===== src/rtl/assert_macros.svh =====
// Assertion macros shared by the RTL files that carry checks.
`ifndef ASSERT_MACROS_SVH
`define ASSERT_MACROS_SVH
`ifndef SYNTHESIS
// Fire when the antecedent holds and the consequent does not, same cycle.
`define ASSERT_IMPLIES(label, clk, rst_n, ante, cons) \
	label: assert property (@(posedge clk) disable iff (!rst_n) (ante) |-> (cons)) \
		else $error("implication check failed");
// Fire whenever the expression holds.
`define ASSERT_NEVER(label, clk, rst_n, expr) \
	label: assert property (@(posedge clk) disable iff (!rst_n) !(expr)) \
		else $error("forbidden condition seen");
`else
`define ASSERT_IMPLIES(label, clk, rst_n, ante, cons)
`define ASSERT_NEVER(label, clk, rst_n, expr)
`endif
`endif


===== src/rtl/sxd_pkg.sv =====
// Types, constants and the opcode format table of the SIC/XE decoder.
package sxd_pkg;

	localparam int AddrW = 20;

	typedef enum logic [1:0] {
		FMT_BAD = 2'd0,
		FMT_1   = 2'd1,
		FMT_2   = 2'd2,
		FMT_3   = 2'd3
	} fmt_t;

	typedef enum logic [2:0] {
		AM_NONE     = 3'd0,
		AM_DIRECT   = 3'd1,
		AM_PC_REL   = 3'd2,
		AM_BASE_REL = 3'd3,
		AM_EXTENDED = 3'd4
	} addr_mode_t;

	localparam logic [7:0] OpRsub  = 8'h4F;
	localparam logic [7:0] OpSvc   = 8'hB0;
	localparam logic [7:0] OpClear = 8'hB4;
	localparam logic [7:0] OpTixr  = 8'hB8;
	localparam logic [7:0] OpLdb   = 8'h68;

	// Assembled instruction handed from the byte collector to the decoder
	typedef struct packed {
		logic [7:0]       b0;
		logic [7:0]       b1;
		logic [7:0]       b2;
		logic [7:0]       b3;
		logic [2:0]       len;
		fmt_t             fmt;
		logic [AddrW-1:0] addr;
	} inst_t;

	// Decoded result
	typedef struct packed {
		logic [AddrW-1:0] inst_address;
		logic [7:0]       opcode;
		logic [2:0]       inst_length;
		logic [5:0]       flag_bits;
		logic             flags_legal;
		logic             illegal_opcode;
		logic [AddrW-1:0] target_address;
		addr_mode_t       addressing;
		logic [3:0]       reg_first;
		logic [3:0]       reg_second;
		logic [AddrW-1:0] base_value;
	} res_t;

	// Format of an opcode from its upper six bits
	function automatic fmt_t sxd_format(input logic [7:0] first);
		logic [5:0] k;
		fmt_t       f;
		k = first[7:2];
		if (k == 6'd35 || k == 6'd47 || k == 6'd51 || k == 6'd57 || k == 6'd63)
			f = FMT_BAD;
		else if (k <= 6'd34)
			f = FMT_3;
		else if (k <= 6'd46)
			f = FMT_2;
		else if (k <= 6'd50)
			f = FMT_1;
		else if (k <= 6'd59)
			f = FMT_3;
		else
			f = FMT_1;
		return f;
	endfunction

endpackage


===== src/rtl/sxd_if.sv =====
// Channel interfaces: object byte requests, decoded results, start address writes.
interface sxd_req_if;
	logic       valid;
	logic       ready;
	logic [7:0] obj_byte;
	logic       restart;
	modport source (output valid, obj_byte, restart, input ready);
	modport sink (input valid, obj_byte, restart, output ready);
endinterface

interface sxd_rsp_if
	import sxd_pkg::*;
();
	logic             valid;
	logic             ready;
	logic [AddrW-1:0] inst_address;
	logic [7:0]       opcode;
	logic [2:0]       inst_length;
	logic [5:0]       flag_bits;
	logic             flags_legal;
	logic             illegal_opcode;
	logic [AddrW-1:0] target_address;
	logic [2:0]       addressing;
	logic [3:0]       reg_first;
	logic [3:0]       reg_second;
	logic [AddrW-1:0] base_value;
	modport source (output valid, inst_address, opcode, inst_length, flag_bits, flags_legal,
		illegal_opcode, target_address, addressing, reg_first, reg_second, base_value,
		input ready);
	modport sink (input valid, inst_address, opcode, inst_length, flag_bits, flags_legal,
		illegal_opcode, target_address, addressing, reg_first, reg_second, base_value,
		output ready);
endinterface

interface sxd_cfg_if
	import sxd_pkg::*;
();
	logic             valid;
	logic             ready;
	logic [AddrW-1:0] start_address;
	modport source (output valid, start_address, input ready);
	modport sink (input valid, start_address, output ready);
endinterface


===== src/rtl/sxd_collect.sv =====
// Byte collector: gathers object bytes into whole instructions and keeps the location counter.
module sxd_collect
	import sxd_pkg::*;
(
	input  logic       clk,
	input  logic       arst_n,
	sxd_req_if.sink    req,
	sxd_cfg_if.sink    cfg,
	input  logic       take_s1,
	output logic       valid_s1,
	output inst_t      inst_s1
);

	logic [AddrW-1:0] start_q;
	logic [AddrW-1:0] lc_q;
	logic [1:0]       cnt_q;
	logic [2:0]       exp_q;
	logic [7:0]       held_q [3];

	logic [AddrW-1:0] eff_lc;
	logic [1:0]       eff_cnt;
	logic [2:0]       eff_exp;
	logic [2:0]       new_exp;
	fmt_t             first_fmt;
	fmt_t             held_fmt;
	logic             done;
	inst_t            inst_d;
	logic             accept;

	assign cfg.ready = 1'b1;
	assign req.ready = !valid_s1 || take_s1;
	assign accept    = req.valid && req.ready;

	// Work out whether this byte completes an instruction
	always_comb begin
		eff_cnt   = req.restart ? 2'd0 : cnt_q;
		eff_exp   = req.restart ? 3'd0 : exp_q;
		eff_lc    = req.restart ? start_q : lc_q;
		first_fmt = sxd_format(req.obj_byte);
		held_fmt  = sxd_format(held_q[0]);
		new_exp   = eff_exp;
		if (eff_cnt == 2'd1 && held_fmt == FMT_3 && req.obj_byte[4])
			new_exp = 3'd4;
		done        = 1'b0;
		inst_d.b0   = '0;
		inst_d.b1   = '0;
		inst_d.b2   = '0;
		inst_d.b3   = '0;
		inst_d.len  = '0;
		inst_d.fmt  = held_fmt;
		inst_d.addr = eff_lc;
		if (eff_cnt == 2'd0) begin
			if (first_fmt == FMT_BAD || first_fmt == FMT_1) begin
				done       = 1'b1;
				inst_d.b0  = req.obj_byte;
				inst_d.len = 3'd1;
				inst_d.fmt = first_fmt;
			end
		end else if ({1'b0, eff_cnt} + 3'd1 >= new_exp) begin
			done       = 1'b1;
			inst_d.len = new_exp;
			inst_d.b0  = held_q[0];
			case (eff_cnt)
				2'd1: begin
					inst_d.b1 = req.obj_byte;
				end
				2'd2: begin
					inst_d.b1 = held_q[1];
					inst_d.b2 = req.obj_byte;
				end
				2'd3: begin
					inst_d.b1 = held_q[1];
					inst_d.b2 = held_q[2];
					inst_d.b3 = req.obj_byte;
				end
				default: begin
					inst_d.b1 = '0;
				end
			endcase
		end
	end

	// Control state: start address, counters, handoff valid
	always_ff @(posedge clk or negedge arst_n) begin
		if (!arst_n) begin
			start_q  <= '0;
			lc_q     <= '0;
			cnt_q    <= '0;
			exp_q    <= '0;
			valid_s1 <= 1'b0;
		end else begin
			if (cfg.valid)
				start_q <= cfg.start_address;
			if (accept && done)
				valid_s1 <= 1'b1;
			else if (take_s1)
				valid_s1 <= 1'b0;
			if (accept) begin
				if (done) begin
					lc_q     <= eff_lc + {{(AddrW-3){1'b0}}, inst_d.len};
					cnt_q    <= '0;
					exp_q    <= '0;
				end else if (eff_cnt == 2'd0) begin
					lc_q  <= eff_lc;
					cnt_q <= 2'd1;
					exp_q <= {1'b0, first_fmt};
				end else begin
					lc_q  <= eff_lc;
					cnt_q <= eff_cnt + 2'd1;
					exp_q <= new_exp;
				end
			end
		end
	end

	// Hold partial bytes and the finished instruction
	always_ff @(posedge clk) begin
		if (accept) begin
			if (done)
				inst_s1 <= inst_d;
			else if (eff_cnt == 2'd0)
				held_q[0] <= req.obj_byte;
			else
				held_q[eff_cnt] <= req.obj_byte;
		end
	end

endmodule


===== src/rtl/sxd_decode.sv =====
// Decoder: flags, registers, target address and base tracking into the result register.
module sxd_decode
	import sxd_pkg::*;
(
	input  logic       clk,
	input  logic       arst_n,
	input  logic       valid_s1,
	input  inst_t      inst_s1,
	output logic       take_s1,
	sxd_rsp_if.source  rsp
);

	logic [AddrW-1:0] base_q;
	logic             valid_q;
	res_t             res_q;
	res_t             res_d;
	logic [AddrW-1:0] base_d;

	logic             n_b, i_b, x_b, b_b, p_b, e_b;
	logic [11:0]      disp;

	assign take_s1 = valid_s1 && (!valid_q || rsp.ready);

	// Decode one instruction
	always_comb begin
		n_b  = inst_s1.b0[1];
		i_b  = inst_s1.b0[0];
		x_b  = inst_s1.b1[7];
		b_b  = inst_s1.b1[6];
		p_b  = inst_s1.b1[5];
		e_b  = inst_s1.b1[4];
		disp = {inst_s1.b1[3:0], inst_s1.b2};

		res_d.inst_address   = inst_s1.addr;
		res_d.opcode         = {inst_s1.b0[7:2], 2'b00};
		res_d.inst_length    = inst_s1.len;
		res_d.flag_bits      = '0;
		res_d.flags_legal    = 1'b1;
		res_d.illegal_opcode = 1'b0;
		res_d.target_address = '0;
		res_d.addressing     = AM_NONE;
		res_d.reg_first      = '0;
		res_d.reg_second     = '0;
		base_d               = base_q;

		case (inst_s1.fmt)
			FMT_BAD: begin
				res_d.illegal_opcode = 1'b1;
				res_d.flags_legal    = 1'b0;
			end
			FMT_2: begin
				res_d.reg_first = inst_s1.b1[7:4];
				if (inst_s1.b0 != OpSvc && inst_s1.b0 != OpClear && inst_s1.b0 != OpTixr)
					res_d.reg_second = inst_s1.b1[3:0];
			end
			FMT_3: begin
				res_d.flag_bits = {inst_s1.b0[1:0], inst_s1.b1[7:4]};
				if (!n_b && !i_b)
					res_d.flags_legal = 1'b0;
				if ((!n_b || !i_b) && x_b)
					res_d.flags_legal = 1'b0;
				if (b_b && (p_b || e_b))
					res_d.flags_legal = 1'b0;
				if (p_b && e_b)
					res_d.flags_legal = 1'b0;
				// Pick the operand address: RSUB takes none, then extended, pc-relative, base-relative, direct
				if (inst_s1.b0 == OpRsub) begin
					res_d.addressing = AM_NONE;
				end else if (e_b) begin
					res_d.addressing     = AM_EXTENDED;
					res_d.target_address = {inst_s1.b1[3:0], inst_s1.b2, inst_s1.b3};
				end else if (p_b) begin
					res_d.addressing     = AM_PC_REL;
					res_d.target_address = inst_s1.addr + AddrW'(3)
						+ {{(AddrW-12){disp[11]}}, disp};
				end else if (b_b) begin
					res_d.addressing     = AM_BASE_REL;
					res_d.target_address = base_q + {{(AddrW-12){1'b0}}, disp};
				end else begin
					res_d.addressing     = AM_DIRECT;
					res_d.target_address = {{(AddrW-12){1'b0}}, disp};
				end
				if ({inst_s1.b0[7:2], 2'b00} == OpLdb && i_b)
					base_d = res_d.target_address;
			end
			default: begin
				res_d.flags_legal = 1'b1;
			end
		endcase
		res_d.base_value = base_d;
	end

	// Base register and result valid
	always_ff @(posedge clk or negedge arst_n) begin
		if (!arst_n) begin
			base_q  <= '0;
			valid_q <= 1'b0;
		end else begin
			if (take_s1) begin
				base_q  <= base_d;
				valid_q <= 1'b1;
			end else if (rsp.ready) begin
				valid_q <= 1'b0;
			end
		end
	end

	// Result payload
	always_ff @(posedge clk) begin
		if (take_s1)
			res_q <= res_d;
	end

	assign rsp.valid          = valid_q;
	assign rsp.inst_address   = res_q.inst_address;
	assign rsp.opcode         = res_q.opcode;
	assign rsp.inst_length    = res_q.inst_length;
	assign rsp.flag_bits      = res_q.flag_bits;
	assign rsp.flags_legal    = res_q.flags_legal;
	assign rsp.illegal_opcode = res_q.illegal_opcode;
	assign rsp.target_address = res_q.target_address;
	assign rsp.addressing     = res_q.addressing;
	assign rsp.reg_first      = res_q.reg_first;
	assign rsp.reg_second     = res_q.reg_second;
	assign rsp.base_value     = res_q.base_value;

endmodule


===== src/rtl/sicxe_instruction_decoder.sv =====
// Top level of the SIC/XE instruction decoder.
//
//   channel  dir  payload                               handshake
//   req      in   obj_byte, restart                     valid/ready
//   rsp      out  decoded instruction fields            valid/ready
//   cfg      in   start_address                         valid/ready (ready tied high)
//
// One object byte is taken per cycle while req is ready; a result reaches rsp once the byte
// completing its instruction has passed the collector register, then the result register.
// The base register update is registered and feeds the next decode.
// arst_n clears the location counter, byte count, base register and both valids.
// A stalled rsp holds the result; req drops ready once the collector register is full too.
`include "assert_macros.svh"

module sicxe_instruction_decoder
	import sxd_pkg::*;
(
	input  logic      clk,
	input  logic      arst_n,
	sxd_req_if.sink   req,
	sxd_rsp_if.source rsp,
	sxd_cfg_if.sink   cfg
);

	logic  valid_s1;
	logic  take_s1;
	inst_t inst_s1;

	sxd_collect u_collect (
		.clk      (clk),
		.arst_n   (arst_n),
		.req      (req),
		.cfg      (cfg),
		.take_s1  (take_s1),
		.valid_s1 (valid_s1),
		.inst_s1  (inst_s1)
	);

	sxd_decode u_decode (
		.clk      (clk),
		.arst_n   (arst_n),
		.valid_s1 (valid_s1),
		.inst_s1  (inst_s1),
		.take_s1  (take_s1),
		.rsp      (rsp)
	);

	`ASSERT_NEVER(a_len_range, clk, arst_n, rsp.valid && (rsp.inst_length == 3'd0 || rsp.inst_length > 3'd4))
	`ASSERT_IMPLIES(a_illegal_one_byte, clk, arst_n, rsp.valid && rsp.illegal_opcode, rsp.inst_length == 3'd1 && !rsp.flags_legal)
	`ASSERT_IMPLIES(a_ext_len, clk, arst_n, rsp.valid && rsp.addressing == AM_EXTENDED, rsp.inst_length == 3'd4)
	`ASSERT_IMPLIES(a_short_no_addr, clk, arst_n, rsp.valid && rsp.inst_length <= 3'd2, rsp.flag_bits == 6'd0 && rsp.addressing == AM_NONE)
	`ASSERT_NEVER(a_take_empty, clk, arst_n, take_s1 && !valid_s1)

endmodule


===== src/flat_wrapper.sv =====
// flat-port wrapper written by rule: the top's interface ports become plain ports
module sicxe_instruction_decoder_flat import sxd_pkg::*;
  (clk, arst_n, req_valid, req_obj_byte, req_restart, req_ready, rsp_valid, rsp_inst_address, rsp_opcode, rsp_inst_length, rsp_flag_bits, rsp_flags_legal, rsp_illegal_opcode, rsp_target_address, rsp_addressing, rsp_reg_first, rsp_reg_second, rsp_base_value, rsp_ready, cfg_valid, cfg_start_address, cfg_ready);
  sxd_req_if req_i ();
  sxd_rsp_if rsp_i ();
  sxd_cfg_if cfg_i ();
  input  logic clk;
  input  logic arst_n;
  input wire logic [$bits(req_i.valid)-1:0] req_valid;
  input wire logic [$bits(req_i.obj_byte)-1:0] req_obj_byte;
  input wire logic [$bits(req_i.restart)-1:0] req_restart;
  output wire logic [$bits(req_i.ready)-1:0] req_ready;
  output wire logic [$bits(rsp_i.valid)-1:0] rsp_valid;
  output wire logic [$bits(rsp_i.inst_address)-1:0] rsp_inst_address;
  output wire logic [$bits(rsp_i.opcode)-1:0] rsp_opcode;
  output wire logic [$bits(rsp_i.inst_length)-1:0] rsp_inst_length;
  output wire logic [$bits(rsp_i.flag_bits)-1:0] rsp_flag_bits;
  output wire logic [$bits(rsp_i.flags_legal)-1:0] rsp_flags_legal;
  output wire logic [$bits(rsp_i.illegal_opcode)-1:0] rsp_illegal_opcode;
  output wire logic [$bits(rsp_i.target_address)-1:0] rsp_target_address;
  output wire logic [$bits(rsp_i.addressing)-1:0] rsp_addressing;
  output wire logic [$bits(rsp_i.reg_first)-1:0] rsp_reg_first;
  output wire logic [$bits(rsp_i.reg_second)-1:0] rsp_reg_second;
  output wire logic [$bits(rsp_i.base_value)-1:0] rsp_base_value;
  input wire logic [$bits(rsp_i.ready)-1:0] rsp_ready;
  input wire logic [$bits(cfg_i.valid)-1:0] cfg_valid;
  input wire logic [$bits(cfg_i.start_address)-1:0] cfg_start_address;
  output wire logic [$bits(cfg_i.ready)-1:0] cfg_ready;
  assign req_i.valid = req_valid;
  assign req_i.obj_byte = req_obj_byte;
  assign req_i.restart = req_restart;
  assign req_ready = req_i.ready;
  assign rsp_valid = rsp_i.valid;
  assign rsp_inst_address = rsp_i.inst_address;
  assign rsp_opcode = rsp_i.opcode;
  assign rsp_inst_length = rsp_i.inst_length;
  assign rsp_flag_bits = rsp_i.flag_bits;
  assign rsp_flags_legal = rsp_i.flags_legal;
  assign rsp_illegal_opcode = rsp_i.illegal_opcode;
  assign rsp_target_address = rsp_i.target_address;
  assign rsp_addressing = rsp_i.addressing;
  assign rsp_reg_first = rsp_i.reg_first;
  assign rsp_reg_second = rsp_i.reg_second;
  assign rsp_base_value = rsp_i.base_value;
  assign rsp_i.ready = rsp_ready;
  assign cfg_i.valid = cfg_valid;
  assign cfg_i.start_address = cfg_start_address;
  assign cfg_ready = cfg_i.ready;
  sicxe_instruction_decoder u_core (.clk(clk), .arst_n(arst_n), .req(req_i), .rsp(rsp_i), .cfg(cfg_i));
endmodule

===== config.mk =====
export PLATFORM = sky130hd
export DESIGN_NAME = sicxe_instruction_decoder_flat
export DESIGN_NICKNAME = d
export VERILOG_FILES = /design/src/rtl/sxd_pkg.sv /design/src/rtl/sxd_if.sv /design/src/rtl/sxd_collect.sv /design/src/rtl/sxd_decode.sv /design/src/rtl/sicxe_instruction_decoder.sv /design/src/flat_wrapper.sv
export VERILOG_INCLUDE_DIRS = /design/src /design/src/rtl
export SDC_FILE = /design/constraint.sdc
export NUM_CORES = 1
export LEC_CHECK = 0
export BUFFER_PORTS_ARGS = -buffer_cell sky130_fd_sc_hd__buf_2
export CAP_MARGIN = 20
export CORE_MARGIN = 8
export CORE_UTILIZATION = 30
export CTS_CLUSTER_SIZE = 28
export DETAILED_ROUTE_END_ITERATION = 8
export SLEW_MARGIN = 40
export SYNTH_ARGS = -nofsm -noshare
export SYNTH_HDL_FRONTEND = slang
export SYNTH_SLANG_ARGS = --single-unit

===== constraint.sdc =====
create_clock -name clk -period 16.6 [get_ports clk]
set_input_delay 1.66 -clock clk [delete_from_list [all_inputs] [get_ports clk]]
set_output_delay 1.66 -clock clk [all_outputs]
set_load 0.05 [all_outputs]

==> impl_metrics.toml, run 1 <==
[setup_path]
crit_type = "primary input to flop"
critPathMaxFanout = 28
end_kind = "flop"
critPathLaunchType = "primary input"
arrival_ns = 6.93
critPathRequiredTime_ns = 17.02

[final_layout]
fillers = 3880
drive_gt1_share_pct = 20.1
area_growth_pct = 17.6
final_area_um2 = 14100
seqCellArea_um2 = 6750
utilization_pct = 35.6
fin_nets = 1244
multi_input_area_um2 = 4890
diodes = 0

[floorplanning]
die_area_um2 = 46500
die-width_um = 216
die_height_um = 216
std_cell_rows = 73
core-area_um2 = 39500
io_pins = 127
start_util_pct = 30.2

[logic_synthesis]
synth-edff-count = 169
syn_area_per_cell_um2 = 11.6
syn-cell-area_um2 = 12000
async_flop_share_pct = 28.4
synthFlopType = "edfxtp_1"
synth_cells = 1031
yosysUniqueCellTypes = 68
yosys_warnings = 0
yosysSeqAreaShare_pct = 56.5
synth_seq_cells = 236

[power]
clockPowerShare_pct = 27.1
p_sw_mw = 0.848
power_density_nw_per_um2 = 159
p_sw_share_pct = 37.8
combPwrFrac_pct = 34.5
p_seq_share_pct = 38.4
p_int_mw = 1.39
p_leak_nw = 5.56
ir_worst_vdd_uv = 74.8

[detailed_routing]
via_count = 8239
avgViaCountPerCell = 4.87
antenna_left = 0
drc_errors = 0
drt_iter0_drc = 552
wirelength_mm = 30.1
routedWlPerCell_um = 17.8
dr.pass1.iters = 6

[global_routing]
antenna_found_initial = 0
grt_max_degree = 68
grt_pass1_vias = 8073
grt_use_total_pct = 12.6
grt_pass1_wl_mm = 47.5
grt-ovfl-total = 0

[clocking]
clk_latency_ns = 0.53
htree_levels = 1
cts_resized = 0
numCtsBuffers = 26
clkTransAtPathRegs_ns = 0.06
cts_hold_buffers = 0
post_cts_buffers = 0
clock_sinks = 236
root_buffer = "clkbuf_16"
cts_tree = "done"
clockBufferDepth = 3

[placed_design]
dpl.hpwl_mm = 21.8
portBuffers = 123
placed_area_um2 = 13100
place_congestion = 0.866

[timing]
setup_tns_ns = 0
skew_ns = 0.0168
tightestPinTransition_ns = 0.754
fmaxAchievable_mhz = 154
setup_viol_count_final = 0
slew_headroom_pct = 49.6
hold_viol = 0
slew_violations = 0
rsz0062_at_grt = "no"
period_minus_slack_ns = 6.51
timing.final.crit_share_pct = 39.2

[min_path]
min_path_type = "flop to flop"

[job]
cap_violations = 0

[run_status]
status = "finished, final reports clean"
==> Yosys cell counts, types with 5 or more instances <==
cell | count | area, µm²
edfxtp_1 | 169 | 5070
nand2_1 | 107 | 402
dfrtp_1 | 67 | 1680
nor2_1 | 65 | 244
o21ai_0 | 64 | 320
ha_1 | 60 | 751
a21oi_1 | 55 | 275
mux2_2 | 44 | 495
inv_1 | 37 | 139
clkbuf_1 | 34 | 128
nand3_1 | 25 | 125
xnor2_1 | 24 | 210
nor3_1 | 23 | 115
xor2_1 | 20 | 175
and2_1 | 18 | 113
a22oi_1 | 17 | 128
and3_1 | 16 | 100
a21o_1 | 14 | 105
o31ai_1 | 14 | 105
nor2b_1 | 13 | 81.3
a211oi_1 | 12 | 90.1
mux2i_1 | 11 | 110
nand2b_1 | 9 | 56.3
a31oi_1 | 8 | 50.1
o211ai_1 | 8 | 60.1
a221oi_1 | 7 | 61.3
a22o_1 | 7 | 61.3
buf_2 | 5 | 25.0
nand4_1 | 5 | 31.3
o21a_1 | 5 | 37.5
==> path summary, 6_finish.rpt <==
kind | startpoint | end | slack [ns] | depth (start not counted)
setup reg to reg | u_core.u_collect.cnt_q[0] | u_core.u_collect.lc_q[14] | 11.57 | 19
setup / recovery | req_restart | u_core.u_collect.lc_q[14] | 10.09 | 20
max in group asynchronous | arst_n | u_core.u_decode.base_q[9] | 14.87 | 2
hold / removal | u_core.u_collect.lc_q[12] | u_core.u_collect.lc_q[12] | 0.48 | 2
hold reg to reg | u_core.u_collect.lc_q[12] | u_core.u_collect.lc_q[12] | 0.48 | 2
min in group asynchronous | arst_n | u_core.u_decode.rsp.valid | 1.24 | 2
==> cells by family after synthesis <==
family	synth area share, %
and+or+nand+nor	12.3
AOI/OAI and AO/OA	13.2
DFF	56.5
buffers and inverters	2.85
adders and majority gates	6.78
muxes	5.07
xor gates and xnor gates	3.22
other	0.0628
==> power groups by stage <==
stage | clock network [mW] | registers (mW) | logic [mW]
3_3_place_gp | 0 | 0.877 | 0.757
3_5_place_dp | 0 | 0.876 | 0.769
5_1_grt | 0.646 | 0.875 | 0.848
4_1_cts | 0.626 | 0.866 | 0.773
6_report | 0.608 | 0.861 | 0.772
2_1_floorplan | 0 | 1.02 | 0.418
==> final cells by class <==
cell class,count,area share (%)
Sequential cell,236,48.0
Multi-Input combinational cell,711,34.8
Clock buffer,36,5.26
Timing Repair Buffer,134,5.02
Tap cell,525,4.67
Clock inverter,12,1.21
Inverter,38,1.02
==> registers in the layout, indices dropped and copies added (netlist names) <==
register and flops:
u_core.u_collect.valid_s1 1, u_core.u_collect.held_q 24, u_core.u_decode.rsp.addressing 3, u_core.u_decode.rsp.reg_first 4, u_core.u_decode.rsp.base_value 20, u_core.u_decode.rsp.inst_address 20, u_core.u_decode.rsp.target_address 20, u_core.u_collect.start_q 20
u_core.u_collect.inst_s1 57, u_core.u_decode.rsp.flag_bits 6, u_core.u_decode.rsp.flags_legal 1, u_core.u_decode.rsp.inst_length 3, u_core.u_collect.exp_q 3, u_core.u_collect.lc_q 20, u_core.u_decode.rsp.valid 1, u_core.u_decode.rsp.opcode 6
u_core.u_decode.rsp.reg_second 4, u_core.u_collect.cnt_q 2, u_core.u_decode.rsp.illegal_opcode 1, u_core.u_decode.base_q 20
==> routing by layer <==
| layer | global-route usage (%) | wire (µm) | up-vias |
|---|---|---|---|
| met5 | 0 | 0 | - |
| met4 | 2.88 | 577 | 0 |
| met3 | 2.32 | 1530 | 40 |
| met2 | 19.8 | 13500 | 218 |
| met1 | 17.8 | 14400 | 3946 |
| li1 | - | - | 4035 |
==> per-stage QoR <==
step	instances	hold slack, ns	setup WS [ns]	total power [mW]
4_1_cts	1691	0.477	10.13	2.27
5_1_grt	1692	0.500	9.54	2.37
6_report	1692	0.476	10.09	2.24
3_3_place_gp	1643	0.455	9.44	1.63
2_1_floorplan	1032	0.400	9.04	1.44
3_5_place_dp	1643	0.432	9.59	1.64
==> cell usage in the layout, fill, tap and decap left out, types with 8 or more instances in the layout <==
cell type and count:
buf_4 9, inv_1 36, o211ai_1 8, o21ai_0 63, a21oi_1 55, nand2b_1 9, xnor2_1 24, nor2b_1 13
a211oi_1 12, mux2i_1 11, nand3_1 25, nor2_1 63, o31ai_1 14, a31oi_1 8, and3_1 16, clkbuf_16 27
and2_1 18, edfxtp_1 169, dfrtp_1 67, a22oi_1 17, ha_1 60, nand2_1 107, a21o_1 14, nor3_1 20
buf_2 123, xor2_1 20, mux2_2 44
==> critical path: stages <==
cell	delay, ns
buf_2	0.51
inv_1	0.24
nand2_1	0.26
ha_1	0.37
nand2_1	0.12
a211oi_1	0.44
nor3_1	0.14
ha_1	0.31
nand2b_1	0.09
a21o_1	0.12
a21oi_1	0.13
nor2_2	0.57
nand3_1	0.26
fa_1	0.45
nor2b_1	0.17
o21ai_1	0.22
nor4b_4	0.43
nand2_1	0.11
xnor2_1	0.14
o21ai_0	0.18
(Power assumes the default switching activity.)
==> run 2, diff against run 1 <==
clock period = 6.8 ns   (was 16.6 ns; I/O delays follow)
==> impl_metrics.toml, run 2 (same netlist as run 1, synthesis figures left out) <==
[floorplanning]
die_area_um2 = 46500
core-area_um2 = 39500
std_cell_rows = 73
die-width_um = 216
io_pins = 127
start_util_pct = 30.2
die_height_um = 216

[timing]
rsz0062_at_grt = "no"
slew_violations = 0
setup_tns_ns = 0
tightestPinTransition_ns = 0.761
timing.final.crit_share_pct = 75.3
setup_viol_count_final = 0
skew_ns = 0.0129
period_minus_slack_ns = 5.12
hold_viol = 0
slew_headroom_pct = 49.2
fmaxAchievable_mhz = 195

[setup_path]
rr_startpoint = "u_core.u_collect.cnt_q[0]"
crit_type = "primary input to flop"
critPathMaxFanout = 22
cp_slowest_stage_delay_ns = 0.49
end_kind = "flop"
critPathRequiredTime_ns = 7.19
rrSetupSlack_ns = 1.78
critPathLaunchType = "primary input"
crit_chain = "buf_2, inv_1, nand2_1, inv_1, ha_1, nand2_1, a211oi_1, nor3_1, ha_1, nand2b_1, a21o_1, a21oi_1, o21ba_4, nor2_1, ha_1, inv_1, fa_1, nor2b_1, o21ai_1, a2111oi_4, xor2_1, o21ai_0, a22oi_1"
crit_slowest_cell = "o21ai_1"
arrival_ns = 5.50
r2r_cells = 21
r2r-end = "u_core.u_collect.lc_q[8]"

[final_layout]
top_register = "u_core.u_collect.inst_s1"
fillers = 3865
multi_input_area_um2 = 4890
layout_commonest_cell = "edfxtp_1"
diodes = 0
largest_reg_flops = 57
reg_top3 = "u_core.u_collect.inst_s1 x57, u_core.u_collect.held_q x24"
fin_cells = 1695
seqCellArea_um2 = 6750
fin_nets = 1247
area_growth_pct = 17.7
final_cell_mix = "edfxtp_1 (169), buf_2 (123), nand2_1 (107), dfrtp_1 (67), nor2_1 (64)"
drive_gt1_share_pct = 20.8

[detailed_routing]
antenna_left = 0
drt_iter0_drc = 624
wl_met2_mm = 13.6
wl_met3_mm = 1.46
met1_length_mm = 14.6
wirelength_mm = 30.3
maxUsedRoutingLayer = "met4"
via_count = 8287
avgViaCountPerCell = 4.89
dr.pass1.iters = 5
routedWlPerCell_um = 17.9
drc_errors = 0

[placed_design]
dpl.cell_count = 1646
portBuffers = 123
dpl.hpwl_mm = 22.0
place_congestion = 0.869

[global_routing]
grt_use_total_pct = 12.6
grt_pass1_vias = 8072
grt_max_degree = 68
grt_pass1_wl_mm = 47.3
antenna_found_initial = 0
grt-ovfl-total = 0

[clocking]
cts_tree = "done"
clk_latency_ns = 0.54
htree_levels = 1
numCtsBuffers = 26
root_buffer = "clkbuf_16"
clockBufferDepth = 3
cts_hold_buffers = 0
clock_sinks = 236
cts_resized = 0
clkTransAtPathRegs_ns = 0.06
post_cts_buffers = 0

[job]
cap_violations = 0

[min_path]
min_path_type = "primary input to async pin"

[run_status]
status = "finished, final reports clean"

[power]
power_density_nw_per_um2 = 386
ir_worst_vdd_uv = 232
p_leak_nw = 5.57
run 2: cell type report:
| type | count | area share [%] |
|---|---|---|
| Sequential cell | 236 | 48.0 |
| Multi-Input combinational cell | 711 | 34.8 |
| Timing Repair Buffer | 137 | 5.40 |
| Clock buffer | 30 | 4.95 |
| Tap cell | 525 | 4.67 |
| Clock inverter | 18 | 1.18 |
| Inverter | 38 | 1.02 |
run 2: how the worst max path moves through the flow:
| stage | startpoint | to | slack, ns |
|---|---|---|---|
| after CTS | req_restart | u_core.u_collect.lc_q[8] | 1.73 |
| after global placement | req_restart | u_core.u_collect.lc_q[8] | 1.18 |
| after global routing | req_restart | u_core.u_collect.lc_q[8] | 1.29 |
| after detailed placement | req_restart | u_core.u_collect.lc_q[8] | 1.18 |
| after floorplan | req_restart | u_core.u_collect.inst_s1[0] | 0.22 |
| final | req_restart | u_core.u_collect.lc_q[8] | 1.68 |
run 2: critical path, delay by kind of cell:
family | cells | cell delay [ns]
AO/OA/AOI/OAI | 8 | 2.31
adder cells (fa/ha/maj) | 4 | 1.02
AND/OR/NAND/NOR | 6 | 0.79
buffers and inverters | 4 | 0.52
XOR/XNOR | 1 | 0.16
run 2: metrics by stage:
stage | setup slack (ns) | util (%) | hold WS, ns | cell area, µm² | total power, mW
after CTS | 1.73 | 35.5 | 0.261 | 14100 | 5.48
after floorplan | 0.224 | - | 0.384 | 12000 | 3.51
after detailed placement | 1.18 | 33.3 | 0.451 | 13200 | 4.04
final | 1.68 | 35.6 | 0.243 | 14100 | 5.43
after global routing | 1.29 | 35.6 | 0.297 | 14100 | 5.73
after global placement | 1.18 | 33.2 | 0.450 | 13100 | 4.00
run 2: power breakdown:
group	leakage, nW	internal (mW)	switching [mW]
Sequential	2.41	1.92	0.180
Clock	0.426	0.820	0.588
Combinational	2.73	0.583	1.33
Total	5.57	3.33	2.10
run 2: metal layers:
layer	vias up	GRT usage [%]
li1	4056	-
met1	3982	17.7
met2	203	19.8
met3	46	2.50
met4	0	3.09
met5	-	0
